## src/hdl/csg_pkg.sv

```systemverilog
`timescale 1ns / 1ps
// csg_pkg: shared types, constants and the boolean combine function
// for the span combine block; no dependencies
package csg_pkg;

  localparam int unsigned DIST_W = 32;
  localparam int unsigned MODE_W = 2;

  typedef enum logic [MODE_W-1:0] {
    MODE_AND  = 2'd0,
    MODE_OR   = 2'd1,
    MODE_DIFF = 2'd2,
    MODE_XOR  = 2'd3
  } csg_mode_e;

  typedef enum logic [1:0] {
    ST_LOAD,
    ST_READ,
    ST_STEP,
    ST_FINAL
  } csg_state_e;

  function automatic logic csg_combine(csg_mode_e mode, logic l, logic r);
    logic res;
    case (mode)
      MODE_AND:  res = l & r;
      MODE_OR:   res = l | r;
      MODE_DIFF: res = l & ~r;
      default:   res = l ^ r;
    endcase
    return res;
  endfunction

endpackage

```

## src/hdl/csg_if.sv

```systemverilog
`timescale 1ns / 1ps
// channel interfaces of the span combine block: configuration, hit input
// and boundary output; depends on csg_pkg
interface csg_cfg_if;
  import csg_pkg::*;
  logic              valid;
  logic              ready;
  logic [MODE_W-1:0] csg_mode;

  modport source (output valid, output csg_mode, input ready);
  modport sink   (input valid, input csg_mode, output ready);
endinterface

interface csg_in_if #(parameter int unsigned TAG_BITS = 16);
  import csg_pkg::*;
  logic                     valid;
  logic                     ready;
  logic                     is_end;
  logic                     hit_side;
  logic signed [DIST_W-1:0] hit_dist;
  logic [TAG_BITS-1:0]      hit_tag;

  modport source (output valid, output is_end, output hit_side, output hit_dist,
                  output hit_tag, input ready);
  modport sink   (input valid, input is_end, input hit_side, input hit_dist,
                  input hit_tag, output ready);
endinterface

interface csg_out_if #(parameter int unsigned TAG_BITS = 16);
  import csg_pkg::*;
  logic                     valid;
  logic                     ready;
  logic signed [DIST_W-1:0] out_dist;
  logic [TAG_BITS-1:0]      out_tag;
  logic                     out_enters;
  logic                     out_empty;
  logic                     out_overflow;
  logic                     out_last;

  modport source (output valid, output out_dist, output out_tag, output out_enters,
                  output out_empty, output out_overflow, output out_last, input ready);
  modport sink   (input valid, input out_dist, input out_tag, input out_enters,
                  input out_empty, input out_overflow, input out_last, output ready);
endinterface

```

## src/hdl/csg_ram.sv

```systemverilog
`timescale 1ns / 1ps
// csg_ram: generic single write port, single read port ram with
// registered read data; no dependencies
module csg_ram #(
  parameter int unsigned WIDTH = 48,
  parameter int unsigned DEPTH = 32
) (
  input  logic                     clk_i,
  input  logic                     we_i,
  input  logic [$clog2(DEPTH)-1:0] waddr_i,
  input  logic [WIDTH-1:0]         wdata_i,
  input  logic                     re_i,
  input  logic [$clog2(DEPTH)-1:0] raddr_i,
  output logic [WIDTH-1:0]         rdata_o
);

  logic [WIDTH-1:0] mem [DEPTH];

  always_ff @(posedge clk_i) begin
    if (we_i) begin
      mem[waddr_i] <= wdata_i;
    end
    if (re_i) begin
      rdata_o <= mem[raddr_i];
    end
  end

endmodule

```

## src/hdl/csg_span_combine.sv

```systemverilog
`timescale 1ns / 1ps
// a hit item is stored when it is taken, one hit per cycle while loading;
// an end item walks both lists with a ram read, then a compare and toggle
// per stored hit, and closes the run with a last read and the final state;
// the last result follows the final hit. output stalls hold the walk. no clearing pass:
// after reset the block takes items at once, counts and flags cleared
module csg_span_combine #(
  parameter int unsigned LIST_DEPTH = 32,
  parameter int unsigned TAG_BITS   = 16
) (
  input  logic     clk_i,
  input  logic     rst_ni,
  csg_cfg_if.sink  cfg_i,
  csg_in_if.sink   in_i,
  csg_out_if.source out_o
);
  import csg_pkg::*;

  localparam int unsigned AW = $clog2(LIST_DEPTH);
  localparam int unsigned CW = $clog2(LIST_DEPTH + 1);
  localparam int unsigned EW = DIST_W + TAG_BITS;
  localparam logic [CW-1:0] FULL = CW'(LIST_DEPTH);

  csg_state_e state_q, state_d;
  csg_mode_e  mode_q;

  logic [CW-1:0] lcnt_q, lcnt_d, rcnt_q, rcnt_d;
  logic [CW-1:0] li_q, li_d, ri_q, ri_d;
  logic          ovf_q, ovf_d;
  logic          lin_q, lin_d, rin_q, rin_d;

  // one emitted hit held back until we know whether it is the last
  logic                     pend_vld_q, pend_vld_d;
  logic signed [DIST_W-1:0] pend_dist_q, pend_dist_d;
  logic [TAG_BITS-1:0]      pend_tag_q, pend_tag_d;
  logic                     pend_ent_q, pend_ent_d;

  logic                     out_vld_q, out_vld_d;
  logic signed [DIST_W-1:0] out_dist_q, out_dist_d;
  logic [TAG_BITS-1:0]      out_tag_q, out_tag_d;
  logic                     out_ent_q, out_ent_d;
  logic                     out_empty_q, out_empty_d;
  logic                     out_ovf_q, out_ovf_d;
  logic                     out_last_q, out_last_d;

  logic          in_acc;
  logic          we_l, we_r, rd_en;
  logic [EW-1:0] wdata, l_rdata, r_rdata;

  logic                     l_more, r_more, take_l;
  logic signed [DIST_W-1:0] l_dist, r_dist, hit_dist;
  logic [TAG_BITS-1:0]      hit_tag;
  logic                     new_lin, new_rin, before_in, after_in, emit;
  logic                     out_free, step_stall;

  assign in_acc      = in_i.valid & in_i.ready;
  assign in_i.ready  = (state_q == ST_LOAD);
  assign cfg_i.ready = 1'b1;

  // loading and the merge walk never overlap, so no forwarding is needed
  assign wdata = {in_i.hit_dist, in_i.hit_tag};
  assign we_l  = in_acc & ~in_i.is_end & ~in_i.hit_side & (lcnt_q != FULL);
  assign we_r  = in_acc & ~in_i.is_end &  in_i.hit_side & (rcnt_q != FULL);
  assign rd_en = (state_q == ST_READ);

  csg_ram #(.WIDTH(EW), .DEPTH(LIST_DEPTH)) u_left_ram (
    .clk_i   (clk_i),
    .we_i    (we_l),
    .waddr_i (lcnt_q[AW-1:0]),
    .wdata_i (wdata),
    .re_i    (rd_en),
    .raddr_i (li_q[AW-1:0]),
    .rdata_o (l_rdata)
  );

  csg_ram #(.WIDTH(EW), .DEPTH(LIST_DEPTH)) u_right_ram (
    .clk_i   (clk_i),
    .we_i    (we_r),
    .waddr_i (rcnt_q[AW-1:0]),
    .wdata_i (wdata),
    .re_i    (rd_en),
    .raddr_i (ri_q[AW-1:0]),
    .rdata_o (r_rdata)
  );

  assign l_more = (li_q < lcnt_q);
  assign r_more = (ri_q < rcnt_q);
  assign l_dist = signed'(l_rdata[EW-1:TAG_BITS]);
  assign r_dist = signed'(r_rdata[EW-1:TAG_BITS]);

  // ties go to the left list
  assign take_l   = l_more & (~r_more | (l_dist <= r_dist));
  assign hit_dist = take_l ? l_dist : r_dist;
  assign hit_tag  = take_l ? l_rdata[TAG_BITS-1:0] : r_rdata[TAG_BITS-1:0];
  assign new_lin  = lin_q ^ take_l;
  assign new_rin  = rin_q ^ ~take_l;
  assign before_in = csg_combine(mode_q, lin_q, rin_q);
  assign after_in  = csg_combine(mode_q, new_lin, new_rin);
  assign emit      = before_in ^ after_in;

  assign out_free   = ~out_vld_q | out_o.ready;
  assign step_stall = emit & pend_vld_q & ~out_free;

  always_comb begin
    state_d = state_q;
    case (state_q)
      ST_LOAD: begin
        if (in_acc && in_i.is_end) begin
          state_d = ST_READ;
        end
      end
      ST_READ: begin
        state_d = (l_more || r_more) ? ST_STEP : ST_FINAL;
      end
      ST_STEP: begin
        if (!step_stall) begin
          state_d = ST_READ;
        end
      end
      ST_FINAL: begin
        if (out_free) begin
          state_d = ST_LOAD;
        end
      end
      default: state_d = ST_LOAD;
    endcase
  end

  always_comb begin
    lcnt_d      = lcnt_q;
    rcnt_d      = rcnt_q;
    ovf_d       = ovf_q;
    li_d        = li_q;
    ri_d        = ri_q;
    lin_d       = lin_q;
    rin_d       = rin_q;
    pend_vld_d  = pend_vld_q;
    pend_dist_d = pend_dist_q;
    pend_tag_d  = pend_tag_q;
    pend_ent_d  = pend_ent_q;
    out_vld_d   = out_vld_q & ~out_o.ready;
    out_dist_d  = out_dist_q;
    out_tag_d   = out_tag_q;
    out_ent_d   = out_ent_q;
    out_empty_d = out_empty_q;
    out_ovf_d   = out_ovf_q;
    out_last_d  = out_last_q;

    case (state_q)
      ST_LOAD: begin
        if (in_acc) begin
          if (in_i.is_end) begin
            li_d       = '0;
            ri_d       = '0;
            lin_d      = 1'b0;
            rin_d      = 1'b0;
            pend_vld_d = 1'b0;
          end else if (!in_i.hit_side) begin
            if (lcnt_q != FULL) lcnt_d = lcnt_q + CW'(1);
            else                ovf_d  = 1'b1;
          end else begin
            if (rcnt_q != FULL) rcnt_d = rcnt_q + CW'(1);
            else                ovf_d  = 1'b1;
          end
        end
      end
      ST_STEP: begin
        if (!step_stall) begin
          if (take_l) li_d = li_q + CW'(1);
          else        ri_d = ri_q + CW'(1);
          lin_d = new_lin;
          rin_d = new_rin;
          if (emit) begin
            if (pend_vld_q) begin
              out_vld_d   = 1'b1;
              out_dist_d  = pend_dist_q;
              out_tag_d   = pend_tag_q;
              out_ent_d   = pend_ent_q;
              out_empty_d = 1'b0;
              out_ovf_d   = ovf_q;
              out_last_d  = 1'b0;
            end
            pend_vld_d  = 1'b1;
            pend_dist_d = hit_dist;
            pend_tag_d  = hit_tag;
            pend_ent_d  = after_in;
          end
        end
      end
      ST_FINAL: begin
        if (out_free) begin
          out_vld_d   = 1'b1;
          out_ovf_d   = ovf_q;
          out_last_d  = 1'b1;
          out_empty_d = ~pend_vld_q;
          out_dist_d  = pend_vld_q ? pend_dist_q : '0;
          out_tag_d   = pend_vld_q ? pend_tag_q : '0;
          out_ent_d   = pend_vld_q & pend_ent_q;
          pend_vld_d  = 1'b0;
          lcnt_d      = '0;
          rcnt_d      = '0;
          ovf_d       = 1'b0;
        end
      end
      default: ;
    endcase
  end

  always_ff @(posedge clk_i or negedge rst_ni) begin
    if (!rst_ni) begin
      state_q    <= ST_LOAD;
      mode_q     <= MODE_AND;
      lcnt_q     <= '0;
      rcnt_q     <= '0;
      ovf_q      <= 1'b0;
      li_q       <= '0;
      ri_q       <= '0;
      lin_q      <= 1'b0;
      rin_q      <= 1'b0;
      pend_vld_q <= 1'b0;
      out_vld_q  <= 1'b0;
    end else begin
      state_q    <= state_d;
      if (cfg_i.valid && cfg_i.ready) begin
        mode_q <= csg_mode_e'(cfg_i.csg_mode);
      end
      lcnt_q     <= lcnt_d;
      rcnt_q     <= rcnt_d;
      ovf_q      <= ovf_d;
      li_q       <= li_d;
      ri_q       <= ri_d;
      lin_q      <= lin_d;
      rin_q      <= rin_d;
      pend_vld_q <= pend_vld_d;
      out_vld_q  <= out_vld_d;
    end
  end

  always_ff @(posedge clk_i) begin
    pend_dist_q <= pend_dist_d;
    pend_tag_q  <= pend_tag_d;
    pend_ent_q  <= pend_ent_d;
    out_dist_q  <= out_dist_d;
    out_tag_q   <= out_tag_d;
    out_ent_q   <= out_ent_d;
    out_empty_q <= out_empty_d;
    out_ovf_q   <= out_ovf_d;
    out_last_q  <= out_last_d;
  end

  assign out_o.valid        = out_vld_q;
  assign out_o.out_dist     = out_dist_q;
  assign out_o.out_tag      = out_tag_q;
  assign out_o.out_enters   = out_ent_q;
  assign out_o.out_empty    = out_empty_q;
  assign out_o.out_overflow = out_ovf_q;
  assign out_o.out_last     = out_last_q;

endmodule

```

## src/flat_wrapper.sv

```systemverilog
// flat-port wrapper written by rule: the top's interface ports become plain ports
module csg_span_combine_flat import csg_pkg::*;
#(
  parameter int unsigned LIST_DEPTH = 32,
  parameter int unsigned TAG_BITS   = 16
)
  (clk_i, rst_ni, cfg_i_valid, cfg_i_csg_mode, cfg_i_ready, in_i_valid, in_i_is_end, in_i_hit_side, in_i_hit_dist, in_i_hit_tag, in_i_ready, out_o_valid, out_o_out_dist, out_o_out_tag, out_o_out_enters, out_o_out_empty, out_o_out_overflow, out_o_out_last, out_o_ready);
  csg_cfg_if cfg_i_i ();
  csg_in_if #(.TAG_BITS(TAG_BITS)) in_i_i ();
  csg_out_if #(.TAG_BITS(TAG_BITS)) out_o_i ();
  input  logic clk_i;
  input  logic rst_ni;
  input wire logic [$bits(cfg_i_i.valid)-1:0] cfg_i_valid;
  input wire logic [$bits(cfg_i_i.csg_mode)-1:0] cfg_i_csg_mode;
  output wire logic [$bits(cfg_i_i.ready)-1:0] cfg_i_ready;
  input wire logic [$bits(in_i_i.valid)-1:0] in_i_valid;
  input wire logic [$bits(in_i_i.is_end)-1:0] in_i_is_end;
  input wire logic [$bits(in_i_i.hit_side)-1:0] in_i_hit_side;
  input wire logic [$bits(in_i_i.hit_dist)-1:0] in_i_hit_dist;
  input wire logic [$bits(in_i_i.hit_tag)-1:0] in_i_hit_tag;
  output wire logic [$bits(in_i_i.ready)-1:0] in_i_ready;
  output wire logic [$bits(out_o_i.valid)-1:0] out_o_valid;
  output wire logic [$bits(out_o_i.out_dist)-1:0] out_o_out_dist;
  output wire logic [$bits(out_o_i.out_tag)-1:0] out_o_out_tag;
  output wire logic [$bits(out_o_i.out_enters)-1:0] out_o_out_enters;
  output wire logic [$bits(out_o_i.out_empty)-1:0] out_o_out_empty;
  output wire logic [$bits(out_o_i.out_overflow)-1:0] out_o_out_overflow;
  output wire logic [$bits(out_o_i.out_last)-1:0] out_o_out_last;
  input wire logic [$bits(out_o_i.ready)-1:0] out_o_ready;
  assign cfg_i_i.valid = cfg_i_valid;
  assign cfg_i_i.csg_mode = cfg_i_csg_mode;
  assign cfg_i_ready = cfg_i_i.ready;
  assign in_i_i.valid = in_i_valid;
  assign in_i_i.is_end = in_i_is_end;
  assign in_i_i.hit_side = in_i_hit_side;
  assign in_i_i.hit_dist = in_i_hit_dist;
  assign in_i_i.hit_tag = in_i_hit_tag;
  assign in_i_ready = in_i_i.ready;
  assign out_o_valid = out_o_i.valid;
  assign out_o_out_dist = out_o_i.out_dist;
  assign out_o_out_tag = out_o_i.out_tag;
  assign out_o_out_enters = out_o_i.out_enters;
  assign out_o_out_empty = out_o_i.out_empty;
  assign out_o_out_overflow = out_o_i.out_overflow;
  assign out_o_out_last = out_o_i.out_last;
  assign out_o_i.ready = out_o_ready;
  csg_span_combine #(.LIST_DEPTH(LIST_DEPTH), .TAG_BITS(TAG_BITS)) u_core (.clk_i(clk_i), .rst_ni(rst_ni), .cfg_i(cfg_i_i), .in_i(in_i_i), .out_o(out_o_i));
endmodule
```

## config.mk

```make
export PLATFORM = sky130hd
export DESIGN_NAME = csg_span_combine_flat
export DESIGN_NICKNAME = d
export VERILOG_FILES = /design/src/hdl/csg_pkg.sv /design/src/hdl/csg_if.sv /design/src/hdl/csg_ram.sv /design/src/hdl/csg_span_combine.sv /design/src/flat_wrapper.sv
export SDC_FILE = /design/constraint.sdc
export NUM_CORES = 2
export LEC_CHECK = 0
export ABC_CLOCK_PERIOD_IN_PS = 7700
export BUFFER_PORTS_ARGS = -buffer_cell sky130_fd_sc_hd__buf_2
export CORE_MARGIN = 2
export CORE_UTILIZATION = 60
export DETAILED_ROUTE_END_ITERATION = 12
export PLACE_DENSITY = 0.82
export SYNTH_ARGS = -nofsm -noshare
export SYNTH_HDL_FRONTEND = slang
export SYNTH_SLANG_ARGS = --single-unit
```

## constraint.sdc

```tcl
create_clock -name clk_i -period 7.7 [get_ports clk_i]
set_clock_uncertainty 0.05 [all_clocks]
set_input_delay 0.77 -clock clk_i [delete_from_list [all_inputs] [get_ports clk_i]]
set_output_delay 0.77 -clock clk_i [all_outputs]
set_load 0.05 [all_outputs]
```

==> metrics.sh <==
SYNTH_WARNINGS=0
POST_SYNTH_FA_HA_MAJ_AREA_FRACTION_PCT=0.527
POST-CTS-SETUP-BUFFERS=0
MIN_FROM='cfg_i_csg_mode[1]'
MAXCAPVIOLATIONS=0
TNS_NS=0
POST_SYNTH.CELL_AREA_AVG_SQ_UM=24.4
POST_DRT_WL_PER_CELL_MICRONS=44.1
LARGEST_NET_DEGREE_AT_THE_START_OF_GLOBAL_ROUTING=160
LAYOUT_MIN_CYCLE_TIME_NS=6.06
LAYOUT-DRIVE-GT1-SHARE_PCT=32.3
FINISH.NET_COUNT=5583
NUMPLACEDINSTANCES=7948
FIRST_ITER_VIOLATIONS=12400
WORST_SETUP_PATH_END_KIND='register'
LAYOUT_COMMON_CELLS='sky130_fd_sc_hd__edfxtp_1 (3269), sky130_fd_sc_hd__mux4_2 (960), sky130_fd_sc_hd__clkbuf_16 (331), sky130_fd_sc_hd__buf_4 (115), sky130_fd_sc_hd__mux2_2 (114)'
LAYOUT_COMMONEST_CELL='sky130_fd_sc_hd__edfxtp_1'
ROUTED_VIA_DENSITY=7.62
R2R-START='u_core.u_left_ram.rdata_o[47]$_DFFE_PN_'
CTS_BUFFER_DEPTH=4
SYNTH_TOP_FAMILY_BY_AREA='multiplexers'
VIA_COUNT_OF_THE_FIRST_GLOBAL_ROUTING_PASS=64600
INITIAL_ANTENNA_VIOLATION_COUNT=25
FIN_CELLS=8521
N_FILL_CELL=11200
CTS-ROOT-BUF='sky130_fd_sc_hd__clkbuf_16'
FLOORPLAN.INITIALDENSITY_PCT=60.2
CTS_MADE_BUFFERS=327
CP_MAX_FO=32
CTS-HTREE-LEVELS=5
CP-START-KIND='register'
FP.DIEW_MICRONS=462
WORST_EP_REQUIRED_TIME_NS=8.27
VIAS=65000
YS_FF_LATCH=3302
YOSYSUNIQUECELLTYPES=56
SEQ_AREA_FRAC_SYNTH_PCT=78.6
CLOCK_SINKS=3302
PATH_CLASS='register to register'
OUTCOME='finished, final reports clean'
FF2FF_PATH_DEPTH=12
FINAL-HOLD-VIOLATION-COUNT=0
GRT_PASS1_WL_MICRONS=520000
IR_WORST_VDD_mV=0.573
HOLD-PATH-CELL-COUNT=2
YS_DOMINANT_REG_CELL='sky130_fd_sc_hd__edfxtp_1'
ARRIVAL_NS=6.63
LEAKAGE_POWER_nW=43.0
SYNTH-COMPOUND-AREA-SHARE_PCT=0.503
SYNTHARSTFLOPSHARE_PCT=0.999
CTS_TREE='yes'
DIE_AREA_SQ_UM=214000
TIMING.MAX_SLEW.REL_SLACK_PCT=4.46
ANTENNA_VIOLATING_NETS_POST_ROUTE=0
ROW_COUNT=168
REMAINING_DRC_ERRORS=0
PATH_CLK_SLEW_NS=0.07
HOLD_PATH_END='u_core.mode_q[1]$_DFFE_PN0P_'
FINALPOWER_mW=47.3
SLOWEST_STAGE='sky130_fd_sc_hd__nor4_1'
GLOBALROUTE.TOTALOVERFLOW=0
POWER_PER_CELL_AREA_nW_PER_UM2=336
SYN_AREA_SQ_UM=126000
DESIGN.PORTCOUNT=112
CRIT_CHAIN='ha_1 > nand4_1 > nor4_1 > o31ai_1 > o32ai_1 > nor3_4 > o21a_1 > or3_4 > xnor2_1 > a21oi_1 > nor2_4 > buf_4'
TIMING.RR.END='u_core.out_o.out_tag[12]$_DFFE_PP_'
SLEW_VIOLATIONS=0
MIN_PATH_TYPE='primary input to register'
PORT-BUFFER-COUNT=110
TIGHTEST_SLEW_NS=1.43
FP.DIEH_MICRONS=462
CP_TOP_FAMILY='simple AND/OR/NAND/NOR gates'
NUMBER_OF_SYNTHESIZED_FLOPS_WITH_AN_ENABLE_PIN=3269
GLOBAL_ROUTE.USAGE.TOTAL_PCT=35.8
FMAX_GHz=0.165
SYNTH_NETS=5265
DPL_HPWL_MICRONS=176000
SYN-INSTANCE-COUNT=5155
CRITICAL_PATH_BUFFERS_AND_INVERTERS=1
RSZ0062_AT_GRT='false'
AREAGROWTHSYNTHTOFINISH_PCT=11.9
FINAL-SETUP-VIOL-COUNT=0
PERIOD_SHARE_PCT=78.7
COREAREA_SQ_UM=209000
GP_CONGESTION=0.875
YOSYS.AREA_SHARE.XOR_XNOR_PCT=0.0695
POST_CTS.RESIZED_INSTANCES=0
MUXSHAREOFSYNTHAREA_PCT=18.2
DRT_PASS1_ITERATIONS=7
ROUTED_WIRELENGTH_MICRONS=376000
WORSTSKEWPAIRLATENCY_NS=0.98
SYNTH_SIMPLE_GATE_AREA_SHARE_PCT=1.15
REGTOREGSETUPSLACK_NS=1.64
CRIT_PATH_MAX_INCR_DELAY_NS=1.12
[per-stage QoR]
stage                     worst slack (ns)  area, sq um  hold slack (ns)  util, %
after global placement                2.44       131000            0.404     62.5
after CTS                             2.00       141000           0.0124     67.4
final                                 1.64       141000           0.0493     67.4
after global routing                  1.71       141000           0.0473     67.4
after floorplan                       2.16       126000            0.376        -
after detailed placement              2.19       131000            0.401     62.5
[layout make-up]
type	count	area (sq um)	share of cell area, %
antenna	9	22.5	0.0160
clock buffer	397	8530	6.05
clock inverter	166	1630	1.15
inverter	53	199	0.141
multi-input combinational	1547	26300	18.7
sequential	3302	99000	70.2
tap	2805	3510	2.49
timing repair buffer	242	1740	1.24
[metal layers]
metal	track usage [%]	share of wire, %
met2	55.0	47
met3	9.38	14
met1	45.6	31
met4	23.7	8.2
met5	0	0.028
[where the power goes]
part	internal, mW	leakage [nW]	switching (mW)
combinational	4.24	8.14	5.70
clock	8.92	4.97	7.01
sequential	20.8	29.9	0.686
[sequential cells by signal, indices dropped and copies added, names as in the netlist, 16 cells and up]
name / count
u_core.u_right_ram.mem: 1536
u_core.u_left_ram.mem: 1536
u_core.pend_dist_q: 32
u_core.out_o.out_tag: 16
u_core.u_left_ram.rdata_o: 48
u_core.out_o.out_dist: 32
u_core.u_right_ram.rdata_o: 48
u_core.pend_tag_q: 16
[synth_stat cells, types with 2 or more instances]
library cell                  n  share of area, %
sky130_fd_sc_hd__edfxtp_1  3269                78
sky130_fd_sc_hd__o21ai_0     47              0.19
sky130_fd_sc_hd__clkbuf_1   177              0.53
sky130_fd_sc_hd__nand3_1     29              0.12
sky130_fd_sc_hd__mux4_2     960                17
sky130_fd_sc_hd__nor3_1       7             0.028
sky130_fd_sc_hd__a21o_1       5             0.030
sky130_fd_sc_hd__o21ai_1      2            0.0079
sky130_fd_sc_hd__nor2_1      90              0.27
sky130_fd_sc_hd__nand2_1     64              0.19
sky130_fd_sc_hd__mux2_2     114               1.0
sky130_fd_sc_hd__xnor2_1      9             0.063
sky130_fd_sc_hd__or3_1        4             0.020
sky130_fd_sc_hd__mux2i_1      4             0.032
sky130_fd_sc_hd__or2_2        2            0.0099
sky130_fd_sc_hd__nor4b_1      2             0.014
sky130_fd_sc_hd__dfrtp_1     33              0.66
sky130_fd_sc_hd__clkinv_1     4             0.012
sky130_fd_sc_hd__nand2b_1     8             0.040
sky130_fd_sc_hd__and2_1      51              0.25
sky130_fd_sc_hd__o31ai_1      7             0.042
sky130_fd_sc_hd__nor2b_1      6             0.030
sky130_fd_sc_hd__o21a_1       3             0.018
sky130_fd_sc_hd__inv_1       49              0.15
sky130_fd_sc_hd__and3_1       2            0.0099
sky130_fd_sc_hd__or4_1        8             0.048
sky130_fd_sc_hd__o211ai_1     2             0.012
sky130_fd_sc_hd__a21oi_1     30              0.12
sky130_fd_sc_hd__buf_1       74              0.22
sky130_fd_sc_hd__ha_1        53              0.53
sky130_fd_sc_hd__nand4_1     15             0.075
[logic make-up (layout without fill, tap and decap cells)]
kind of cell	after synthesis	count (layout)
compound gates	108	108
xor+xnor	10	10
fa+ha+maj	53	53
buf+inv	306	858
flops	3302	3302
mux	1079	1079
other cells	1	10
simple gates	296	296
[worst max-delay path by stage]
| stage | startpoint | to | slack [ns] | depth (start not counted) |
|---|---|---|---|---|
| 2_1_floorplan | u_core.rcnt_q[3]$_DFFE_PN0P_ | u_core.out_o.out_dist[0]$_DFFE_PP_ | 2.16 | 13 |
| 3_3_place_gp | u_core.u_left_ram.rdata_o[47]$_DFFE_PN_ | u_core.out_o.out_tag[9]$_DFFE_PP_ | 2.44 | 12 |
| 3_5_place_dp | u_core.u_left_ram.rdata_o[47]$_DFFE_PN_ | u_core.out_o.out_dist[5]$_DFFE_PP_ | 2.19 | 12 |
| 4_1_cts | u_core.u_left_ram.rdata_o[47]$_DFFE_PN_ | u_core.out_o.out_tag[6]$_DFFE_PP_ | 2.00 | 12 |
| 5_1_grt | u_core.u_left_ram.rdata_o[47]$_DFFE_PN_ | u_core.out_o.out_tag[6]$_DFFE_PP_ | 1.71 | 12 |
| 6_report | u_core.u_left_ram.rdata_o[47]$_DFFE_PN_ | u_core.out_o.out_tag[12]$_DFFE_PP_ | 1.64 | 12 |
[what timing repair did]
item / CTS / global route
endpoints found under the setup margin: 0 / 0
endpoints found under the hold margin: 33 / 0
hold buffers: 1 / 0
(Power assumes the default switching activity.)
